## config.mk

```make
export PLATFORM = sky130hd
export DESIGN_NAME = rnt_modmul
export DESIGN_NICKNAME = d
export VERILOG_FILES = /design/src/design/rnt_pkg.sv /design/src/design/rnt_modmul.sv
export SDC_FILE = /design/constraint.sdc
export NUM_CORES = 1
export LEC_CHECK = 0
export ABC_AREA = 0
export BUFFER_PORTS_ARGS = -buffer_cell sky130_fd_sc_hd__buf_2
export CORE_MARGIN = 4
export CORE_UTILIZATION = 45
export DETAILED_ROUTE_END_ITERATION = 7
export RECOVER_POWER = 50
export SLEW_MARGIN = 10
export SYNTH_ARGS = -nofsm -noshare
export SYNTH_HDL_FRONTEND = slang
export SYNTH_SLANG_ARGS = --single-unit
export TNS_END_PERCENT = 5
```

## constraint.sdc

```tcl
create_clock -name clk_i -period 5.4 [get_ports clk_i]
set_input_delay 0.81 -clock clk_i [delete_from_list [all_inputs] [get_ports clk_i]]
set_output_delay 0.81 -clock clk_i [all_outputs]
set_load 0.1 [all_outputs]
```

## src/design/rnt_pkg.sv

```systemverilog
// Package for the forward NTT block (q = 3457, 768 coefficients).
// Holds widths, modulus constants, the per-lane gain table and the load residue
// function. No dependencies.
package rnt_pkg;

  // Sizes
  localparam int unsigned ROW_COUNT   = 96;
  localparam int unsigned STORE_DEPTH = 8 * ROW_COUNT;
  localparam int unsigned BANK_DEPTH  = 4 * ROW_COUNT;
  localparam int unsigned BANK_AW     = $clog2(BANK_DEPTH);
  localparam int unsigned STEP_W      = $clog2(ROW_COUNT);
  localparam int unsigned POS_W       = 10;
  localparam int unsigned RES_W       = 12;
  localparam int unsigned RAW_W       = 13;

  // Input word kinds
  localparam logic KIND_LOAD = 1'b0;
  localparam logic KIND_READ = 1'b1;

  // Modulus and transform constants
  localparam logic [RES_W-1:0] Q          = 12'd3457;
  localparam logic [RES_W-1:0] ALPHA_LOW  = 12'd2735;
  localparam logic [RES_W-1:0] ALPHA_HIGH = 12'd723;
  localparam int unsigned      GAIN_LOW   = 22;
  localparam int unsigned      GAIN_HIGH  = 2;
  localparam int unsigned      ROOT_BASE  = 641;

  // Barrett reduction: quotient estimate = (x * BARRETT_M) >> BARRETT_SH
  localparam int unsigned BARRETT_SH = 24;
  localparam int unsigned BARRETT_M  = (1 << BARRETT_SH) / 3457;
  localparam int unsigned PROD_W     = 2 * RES_W;
  localparam int unsigned EST_W      = PROD_W + 13;

  // Modular multiplier latency and the setup / drain counter end value
  localparam int unsigned MM_LAT   = 4;
  localparam int unsigned CNT_LAST = 2 * MM_LAT + 1;
  localparam int unsigned CNT_W    = $clog2(CNT_LAST + 1);

  // Gain g = (br ? 2 : 22) * 641^k mod q, indexed by lane[9:2] = {v, br, u}
  localparam int unsigned GTAB_DEPTH = 256;
  typedef logic [RES_W-1:0] gain_tab_t [GTAB_DEPTH];

  function automatic gain_tab_t build_gain_tab();
    gain_tab_t   tab;
    int unsigned v;
    int unsigned br;
    int unsigned u;
    int unsigned k;
    int unsigned r;
    for (int unsigned idx = 0; idx < GTAB_DEPTH; idx++) begin
      v  = idx >> 2;
      br = (idx >> 1) & 1;
      u  = idx & 1;
      k  = (32 * (v >> 4) + 3 * (2 * (v & 15) + u)) % ROW_COUNT;
      r  = (br != 0) ? GAIN_HIGH : GAIN_LOW;
      for (int unsigned e = 0; e < k; e++) begin
        r = (r * ROOT_BASE) % 3457;
      end
      tab[idx] = r[RES_W-1:0];
    end
    return tab;
  endfunction

  localparam gain_tab_t GAIN_TAB = build_gain_tab();

  // Signed 13-bit coefficient to canonical residue 0..q-1
  function automatic logic [RES_W-1:0] to_residue(logic [RAW_W-1:0] raw);
    logic signed [RAW_W:0] s;
    logic signed [RAW_W:0] t;
    s = {raw[RAW_W-1], raw};
    if (s < 0) begin
      t = s + $signed({2'b00, Q});
      if (t < 0) begin
        t = t + $signed({2'b00, Q});
      end
    end else if (s >= $signed({2'b00, Q})) begin
      t = s - $signed({2'b00, Q});
    end else begin
      t = s;
    end
    return t[RES_W-1:0];
  endfunction

endpackage

```

## src/design/rnt_modmul.sv

```systemverilog
// Pipelined modular multiplier a*b mod 3457 with Barrett reduction.
// One word per cycle. Depends on rnt_pkg.
module rnt_modmul import rnt_pkg::*; (
  input  logic             clk_i,
  input  logic             rst_ni,
  input  logic             valid_i,
  input  logic [RES_W-1:0] a_i,
  input  logic [RES_W-1:0] b_i,
  output logic             valid_o,
  output logic [RES_W-1:0] prod_o
);

  logic [MM_LAT-1:0]  v_q;
  logic [PROD_W-1:0]  p1_q;
  logic [PROD_W-1:0]  p2_q;
  logic [EST_W-1:0]   est;
  logic [RES_W-1:0]   qe_q;
  logic [PROD_W-1:0]  qq;
  logic [RES_W+1:0]   r_d;
  logic [RES_W+1:0]   r_q;
  logic [RES_W-1:0]   out_q;

  // Valid shift line
  always_ff @(posedge clk_i or negedge rst_ni) begin
    if (!rst_ni) begin
      v_q <= '0;
    end else begin
      v_q <= {v_q[MM_LAT-2:0], valid_i};
    end
  end

  // Stage 1: full product
  always_ff @(posedge clk_i) begin
    p1_q <= PROD_W'(a_i) * PROD_W'(b_i);
  end

  // Stage 2: quotient estimate
  assign est = EST_W'(p1_q) * EST_W'(BARRETT_M);

  always_ff @(posedge clk_i) begin
    qe_q <= est[BARRETT_SH +: RES_W];
    p2_q <= p1_q;
  end

  // Stage 3: remainder, below 2q so the low 14 bits are exact
  assign qq  = PROD_W'(qe_q) * PROD_W'(Q);
  assign r_d = p2_q[RES_W+1:0] - qq[RES_W+1:0];

  always_ff @(posedge clk_i) begin
    r_q <= r_d;
  end

  // Stage 4: final correction
  always_ff @(posedge clk_i) begin
    if (r_q >= (RES_W+2)'(Q)) begin
      out_q <= RES_W'(r_q - (RES_W+2)'(Q));
    end else begin
      out_q <= r_q[RES_W-1:0];
    end
  end

  assign valid_o = v_q[MM_LAT-1];
  assign prod_o  = out_q;

endmodule

```

---- Word-level counts from Yosys, hierarchy flattened ----
Index checks and enable logic that the tools add are counted.
cells by class
  add/sub/neg operators ................... 2
  multiply operators ...................... 3
  muxes and demuxes ....................... 1
  $lt $le $gt $ge ......................... 1
operators by type and width
  kind                    count
  $mul 24x13->36 const B  1
  $mul 12x12->24          1
  $ge 14x12->1 const B    1
  $mul 12x12->14 const B  1
  $sub 14x14->14          1
  $mux 12                 1
  $sub 12x12->12 const B  1
word-level totals
  word-level logic and storage cells ...... 13
  flip-flop bits (word level) ............. 80

---- Logic depth before layout (Yosys ltp) ----
Gate-level depths: netlist of run 1.
  depth in word-level cells ............... 2
  mapped depth ............................ 21
  gate-level depth less buffers ........... 20

---- Worst setup path after synthesis of run 1 ----
OpenSTA, ideal clock, no wires.
  kind .................................... input to register
  start ................................... in b_i[5]
  end ..................................... reg p1_q[23]
  data required time ...................... 5.328 ns
  setup time .............................. 0.072 ns
  slack ................................... -0.578 ns
  path buffers ............................ 1
  data arrival time ....................... 5.906 ns
  stages .................................. 19
  cell sequence ........................... clkbuf_1 > nand2_1 > fa_1 > fa_1 > fa_1 > inv_1 > fa_1 > inv_1 > fa_1 > inv_1 > ha_1 > a21oi_1 > o21ai_0 > a2111oi_1 > nor4_1 > or3_1 > a31o_2 > a21oi_1 > xnor2_1
between the ends
  longest elaborated chain between the ends .. 1
RTL lines
  item                    line              text
  start: declaration      rnt_modmul.sv:8   input logic [RES_W-1:0] b_i,
  $mul 12x12->24          rnt_modmul.sv:34  p1_q <= PROD_W'(a_i) * PROD_W'(b_i);
  end signal: assignment  rnt_modmul.sv:34
  end: declaration        rnt_modmul.sv:14  logic [PROD_W-1:0] p1_q;
Every way passes these cells.

---- Worst setup path after layout of run 1 ----
  start ................................... in b_i[8]
  end ..................................... reg p1_q[22]
Same word-level chain as after synthesis.

==> impl_metrics.toml, run 1 <==
[grt]
grt_pass1_vias = 9704
antenna_found_initial = 0
grt_remaining_overflow = 0
grt_usage_pct = 17.5
grt_max_degree = 17
grt_pass1_wl_um = 44700

[critical_path]
crit_slowest_cell = "fa_1"
arrival_ns = 5.52
crit_top_cell = "fa_1"
cp.required_ns = 5.64
crit_type = "in -> reg"
critical_path.top_delay_family = "adder cells"
end_kind = "flop"
crit_buf_inv = 6
startpoint_type = "input port"
worstPathMaxFanout = 6
crit_chain = "buf_4 -> and2_4 -> fa_1 -> inv_1 -> fa_1 -> inv_2 -> fa_2 -> fa_1 -> inv_1 -> fa_1 -> inv_1 -> ha_4 -> buf_4 -> nor2b_2 -> nor3_2 -> a21oi_2 -> o41ai_4 -> o2111ai_2 -> o31ai_2 -> xnor2_1"
critPathMaxStageDelay_ns = 0.53

[floorplan]
die_w_um = 178
dieArea_mm2 = 0.0316
rows = 61
pin_count = 40
start_util_pct = 46.2
die_h_um = 178
core_mm2 = 0.0281

[synthesis]
synthCells = 1339
synth.distinct_cells = 51
avgSynthCellArea_um2 = 9.69
yosys_most_used_dff = "dfxtp_1"
synth-seq-cells = 80
ys_seq_area_share_pct = 12.5
synth_area_mm2 = 0.0130
synthArstFlopShare_pct = 5.00
ys_warn_count = 0
postSynthNetCount = 1823
synth_enable_flop_cells = 0

[routing]
wl_um = 24800
vias_per_cell = 4.67
num_vias = 8595
drc_errors = 0
final_antenna_net_count = 0
firstDrtPassIters = 6
avgRoutedWirePerCell_um = 13.5
drt_iter0_drc = 230

[place]
postPlaceCellArea_mm2 = 0.0143
dp_slack_ns = -0.447
io_buffers = 39
dp.final_hpwl_um = 22500
gp_congestion = 0.858

[timing]
fin_skew_ns = 0.00835
worstMarginPinSlew_ns = 1.17
period_needed_ns = 5.28
setup_viol = 0
timing.slew.headroom_pct = 22.6
rsz0062_at_grt = "yes"
fmax_mhz = 189
timing.final.ws_setup_ns = 0.116
min_period_over_period_pct = 97.9
hold_viol = 0
slew_violations = 0

[clocking]
cts_tree = "yes"
post_cts_buffers = 0
cts_buffers = 9
cts.sinks = 80
cts_max_level = 3
clock-root-buffer = "clkbuf_16"
clk_latency_ns = 0.35
clkTransAtPathRegs_ns = 0.06
clock_path_buffers = 2
cts_hold_buf = 0

[run]
max-cap-violations = 0

[status]
status = "finished, final reports clean"

[final_layout]
layout-drive-gt1-share_pct = 11.1
final_nets = 1941
fin_area_mm2 = 0.0147
antennaDiodeCount = 0
synthToLayoutAreaGrowth_pct = 13.3

[worst_hold_path]
min_path_type = "in -> async"
[path summary, 6_finish.rpt]
| check | start | end | slack (ns) | cells after the start |
|---|---|---|---|---|
| min | rst_ni | v_q[1] | 0.28 | 1 |
| max | b_i[8] | p1_q[22] | 0.12 | 20 |
| max in group asynchronous | rst_ni | v_q[3] | 4.95 | 1 |
| max reg2reg | p1_q[8] | qe_q[6] | 0.16 | 19 |
| min in group clk_i | v_q[0] | v_q[1] | 0.36 | 0 |
| min reg2reg | v_q[0] | v_q[1] | 0.36 | 0 |
[logic make-up (layout without fill, tap and decap cells)]
kind of cell               Yosys count  after routing  share of synthesized area [%]
adders and majority gates          457            457                           57.9
xor gates and xnor gates            64             64                           4.32
AOI/OAI and AO/OA                   91             91                           4.84
DFF                                 80             80                           12.5
and+or+nand+nor                    241            241                           8.73
buffers and inverters              406            529                           11.7
[metrics by stage]
| step | TNS, ns | instances | util (%) | hold WS [ns] |
|---|---|---|---|---|
| final | 0 | 1840 | 52.3 | 0.277 |
| after global routing | -0.297 | 1840 | 52.3 | 0.287 |
| after CTS | 0 | 1840 | 52.2 | 0.237 |
| after detailed placement | -1.52 | 1824 | 50.9 | 0.337 |
| after global placement | -1.16 | 1824 | 50.9 | 0.344 |
| after floorplan | -0.126 | 1339 | - | 0.331 |
[state kept, by name, summed over array words and instances (netlist names)]
name / flops
p1_q: 24
p2_q: 14
prod_o: 12
qe_q: 12
r_q: 14
v_q: 4
[per-layer routing]
layer	vias to the layer above	share of wire [%]	global-route usage [%]
met1	4217	47	22.8
met4	0	1.7	4.06
met3	27	1.9	1.73
li1	4269	-	-
met5	-	0	0
met2	82	50	31.3
[synthesized netlist by cell type (all sizes together), types with 5 or more instances]
cell    number  area share, %
nor3        11           0.42
inv        382             11
a21o         9           0.52
a21oi       29            1.1
clkbuf      24           0.69
xor2        23            1.6
fa         239             37
nand2      113            3.3
xnor2       41            2.8
o21ai       14           0.54
nand2b       5           0.24
and2        55            2.7
ha         218             21
o211ai       5           0.29
dfxtp       76             12
nor2        32           0.93
nand4        6           0.29
[cells in the final DEF (no fill, tap or decap), types with 4 or more instances in the layout]
master	n
a21o_1	9
a21oi_1	23
a21oi_2	5
a31oi_1	4
and2_1	51
buf_2	14
buf_4	89
clkbuf_1	24
clkbuf_16	9
dfrtp_1	4
dfxtp_1	76
fa_1	235
fa_2	4
ha_1	215
inv_1	381
nand2_1	110
nand2b_1	5
nand4_1	6
nor2_1	32
nor3_1	9
o211ai_1	5
o21ai_0	11
xnor2_1	41
xor2_1	23
[timing repair]
action                                  4_1_cts  5_1_grt
pin swaps                                     7       26
endpoints found under the setup margin        1       12
gates resized for setup                      12       37
[layout make-up]
type	count	area, um^2
Clock inverter	7	83.8
Sequential cell	80	1620
Inverter	382	1430
Multi-Input combinational cell	853	10000
Fill cell	2709	13400
Timing Repair Buffer	131	870
Tap cell	378	473
Clock buffer	9	225
[worst register-to-register path, stage by stage, from the launching register on]
cell and delay, ns:
dfxtp_1 0.39, buf_4 0.19, fa_1 0.53, inv_1 0.06, fa_2 0.52, inv_1 0.05
fa_1 0.43, fa_1 0.52, inv_1 0.05, fa_1 0.48, inv_1 0.04, ha_1 0.28
and2_0 0.19, a221o_1 0.33, a2bb2oi_2 0.17, o2111ai_2 0.16, a31o_2 0.29, a21o_1 0.20
a21oi_2 0.15, xnor2_1 0.13
Power of run 1 is left out: the tool's default activity adds up to more than one toggle a clock period on the data nets, which glitch-free logic cannot reach.
==> run 2, diff against run 1 <==
- clock period: 5.4 -> 5.25 ns (I/O delays scaled with it)
==> impl_metrics.toml, run 2 (synthesis results as in run 1) <==
[routing]
wl_um = 24800
firstDrtPassIters = 4
avgRoutedWirePerCell_um = 13.4
drt_iter0_drc = 266
drc_errors = 0
vias_per_cell = 4.70
num_vias = 8690
final_antenna_net_count = 0

[timing]
slew_violations = 0
min_period_over_period_pct = 98.8
timing.slew.headroom_pct = 21.6
worstMarginPinSlew_ns = 1.17
period_needed_ns = 5.19
worst_hold_slack_ns = 0.254
fmax_mhz = 193
setup_viol = 0
hold_viol = 0
fin_skew_ns = 0.00676
timing.final.ws_setup_ns = 0.0642
rsz0062_at_grt = "yes"

[worst_hold_path]
min_path_type = "in -> async"

[clocking]
clk_latency_ns = 0.34
cts.sinks = 80
cts_buffers = 9
cts_tree = "yes"
clock_path_buffers = 2
clkTransAtPathRegs_ns = 0.06
cts_max_level = 3
clock-root-buffer = "clkbuf_16"

[final_layout]
layout_common_cells = "inv_1 (377), fa_1 (235), ha_1 (213)"
seqCellArea_mm2 = 0.00163
synthToLayoutAreaGrowth_pct = 14.6
layout-drive-gt1-share_pct = 13.3
largest_reg_flops = 24
final_nets = 1951
fin_area_mm2 = 0.0149
n_fill_cell = 2625
final_common_cell = "inv_1"
multi_input_area_mm2 = 0.0101
regMostFlops = "p1_q"
top_regs = "p1_q (24), p2_q (14), r_q (14)"
antennaDiodeCount = 0
finish.utilization_pct = 53.0

[floorplan]
rows = 61
pin_count = 40
core_mm2 = 0.0281
die_h_um = 178
dieArea_mm2 = 0.0316
start_util_pct = 46.2
die_w_um = 178

[place]
postPlaceCellArea_mm2 = 0.0144
dp.final_hpwl_um = 22400
gp_congestion = 0.872
io_buffers = 39
dp_slack_ns = -0.399

[grt]
grt_max_degree = 17
grt_pass1_vias = 9631
antenna_found_initial = 0
grt_usage_pct = 17.2
grt_pass1_wl_um = 44300
grt_remaining_overflow = 0

[status]
status = "finished, final reports clean"

[critical_path]
worstPathMaxFanout = 8
crit_type = "in -> reg"
end_kind = "flop"
startpoint_type = "input port"
cp.required_ns = 5.48
arrival_ns = 5.42

[run]
max-cap-violations = 0
-- run 2: repair_timing --
item                                    CTS  global route
resized for setup                         9            42
cloned                                    0             0
endpoints found under the setup margin    3            13
setup buffers                             1             4
pin swaps                                 2            19
hold buffers                              0             0
-- run 2: final cells by class --
| cell class | count | area share [%] |
|---|---|---|
| clock buffer | 9 | 1.51 |
| clock inverter | 7 | 0.606 |
| inverter | 382 | 9.64 |
| multi-input combinational | 853 | 67.6 |
| sequential | 80 | 11.0 |
| tap | 378 | 3.18 |
| timing repair buffer | 141 | 6.48 |
-- run 2: final timing paths --
check,depth (start not counted),startpoint,slack (ns),to
hold reg to reg,0,v_q[1],0.35,v_q[2]
max in group asynchronous,1,rst_ni,4.82,v_q[1]
setup reg to reg,18,p1_q[7],0.15,qe_q[6]
setup / recovery,20,b_i[8],0.06,p1_q[22]
hold / removal,1,rst_ni,0.25,v_q[3]
min in group clk_i,0,v_q[1],0.35,v_q[2]
-- run 2: through the flow --
stage | setup TNS, ns | instances
2_1_floorplan | -0.0134 | 1339
3_3_place_gp | -1.24 | 1829
3_5_place_dp | -1.55 | 1829
4_1_cts | -0.0300 | 1846
5_1_grt | -0.445 | 1850
6_report | 0 | 1850
-- run 2: worst max-delay path: stages --
cell and delay (ns):
buf_4 0.15, and2_4 0.16, fa_1 0.53, inv_1 0.05, fa_1 0.50, inv_2 0.04
fa_2 0.42, fa_1 0.52, inv_1 0.05, fa_1 0.49, inv_2 0.04, ha_4 0.21
buf_4 0.14, nor2b_1 0.15, nor3_2 0.15, a21oi_2 0.11, o41ai_4 0.37, o2111ai_2 0.16
o31ai_2 0.29, xnor2_1 0.10
-- run 2: per-layer routing --
| metal | global-route usage (%) | vias to the layer above | part of all wire [%] |
|---|---|---|---|
| li1 | - | 4298 | - |
| met1 | 22.6 | 4305 | 47 |
| met2 | 31.4 | 72 | 51 |
| met3 | 1.60 | 15 | 1.8 |
| met4 | 3.03 | 0 | 1.1 |
| met5 | 0 | - | 0 |
Power of run 2 is left out for the same reason.
==> run 3, diff against run 2 <==
- CORE_UTILIZATION: 45 -> 35
==> impl_metrics.toml, run 3 (synthesis results as in run 1) <==
[timing]
min_period_over_period_pct = 97.7
slew_violations = 0
worstMarginPinSlew_ns = 1.17
worst_hold_slack_ns = 0.247
rsz0062_at_grt = "yes"
setup_viol = 0
period_needed_ns = 5.13
fin_skew_ns = 0.0110
timing.slew.headroom_pct = 22.3
hold_viol = 0
fmax_mhz = 195

[critical_path]
crit_chain = "buf_4 -> and2_4 -> fa_1 -> inv_1 -> fa_1 -> inv_1 -> fa_2 -> fa_1 -> inv_1 -> fa_1 -> inv_2 -> ha_4 -> nand4_1 -> a21oi_2 -> a2111oi_4 -> nor4_4 -> or3_4 -> a31o_2 -> a21oi_2 -> xnor2_1"
critPathMaxStageDelay_ns = 0.54
crit_type = "in -> reg"
r2r_slack_ns = 0.20
crit_slowest_cell = "fa_1"
critical_path.top_delay_family = "adder cells"
startpoint_type = "input port"
end_kind = "flop"
crit_buf_inv = 5
reg2reg_depth = 18
cp.depth = 20
cp.required_ns = 5.53
arrival_ns = 5.41
crit_top_cell = "fa_1"
worstPathMaxFanout = 8

[clocking]
cts_max_level = 3
cts_buffers = 9
clock_path_buffers = 2
clock-root-buffer = "clkbuf_16"
clk_latency_ns = 0.35
cts.sinks = 80
cts_tree = "yes"
clkTransAtPathRegs_ns = 0.07

[final_layout]
final_common_cell = "inv_1"
stdcell_count = 1938
layout_common_cells = "inv_1 (378), fa_1 (237), ha_1 (210)"
final_nets = 1949
layout-drive-gt1-share_pct = 12.9
synthToLayoutAreaGrowth_pct = 14.9
finish.utilization_pct = 40.7
antennaDiodeCount = 0
largest_reg_flops = 24
top_regs = "p1_q (24), p2_q (14), r_q (14)"
regMostFlops = "p1_q"

[place]
dp.final_hpwl_um = 22200
io_buffers = 39
gp_congestion = 0.850
dp_cells = 1919

[routing]
num_vias = 8535
firstDrtPassIters = 4
drt_iter0_drc = 227
drc_errors = 0
final_antenna_net_count = 0
avgRoutedWirePerCell_um = 12.7
vias_per_cell = 4.40
wl_um = 24600

[grt]
grt.met2_usage_pct = 23.6
busiest_layer = "met2"
grt_max_degree = 16
antenna_found_initial = 0
grtUsageMet3_pct = 1.44
grt_pass1_wl_um = 43500
grt_remaining_overflow = 0
met1_usage_pct = 16.4
grt_usage_pct = 12.9
grt_pass1_vias = 9439

[floorplan]
die_h_um = 201
start_util_pct = 35.5
core_mm2 = 0.0366
dieArea_mm2 = 0.0402
die_w_um = 201
rows = 70
pin_count = 40

[status]
status = "finished, final reports clean"

[worst_hold_path]
min_path_type = "in -> async"

[run]
max-cap-violations = 0
[run 3: changes by cell type in the layout (fill, tap and decap cells not counted), sizes merged]
cell,previous run,this run
buf,116,118
clkbuf,34,30
clkinv,4,5
bufinv,1,0
[run 3: timing repair]
item,in CTS,in global routing
resized for setup,4,59
setup endpoints to repair,4,11
setup buffers,0,3
pin swaps,0,14
hold buffers,0,0
[run 3: final cells by class]
type / count / area (um^2)
tap: 468 / 586
clock inverter: 7 / 53.8
fill: 3626 / 21700
multi-input combinational: 853 / 10000
timing repair buffer: 139 / 951
inverter: 382 / 1430
clock buffer: 9 / 225
sequential: 80 / 1630
[run 3: worst paths after layout]
check / startpoint / endpoint
max: b_i[8] / p1_q[23]
min in group clk_i: v_q[2] / v_q[3]
max in group asynchronous: rst_ni / v_q[0]
min: rst_ni / v_q[3]
min reg2reg: v_q[2] / v_q[3]
max reg2reg: p1_q[13] / qe_q[6]
[run 3: per-stage QoR]
| stage | cell area [um^2] | worst slack (ns) | TNS [ns] |
|---|---|---|---|
| after floorplan | 13200 | -0.0134 | -0.0134 |
| after global placement | 14500 | -0.355 | -1.21 |
| after detailed placement | 14500 | -0.426 | -1.52 |
| after CTS | 14800 | 0.00156 | 0 |
| after global routing | 14900 | -0.0466 | -0.207 |
| final | 14900 | 0.123 | 0 |
[run 3: per-layer routing]
layer / wire (um) / part of all wire (%)
met1: 11200 / 46
met2: 12600 / 51
met3: 464 / 1.9
met4: 363 / 1.5
met5: 0 / 0
Power of run 3 is left out for the same reason.
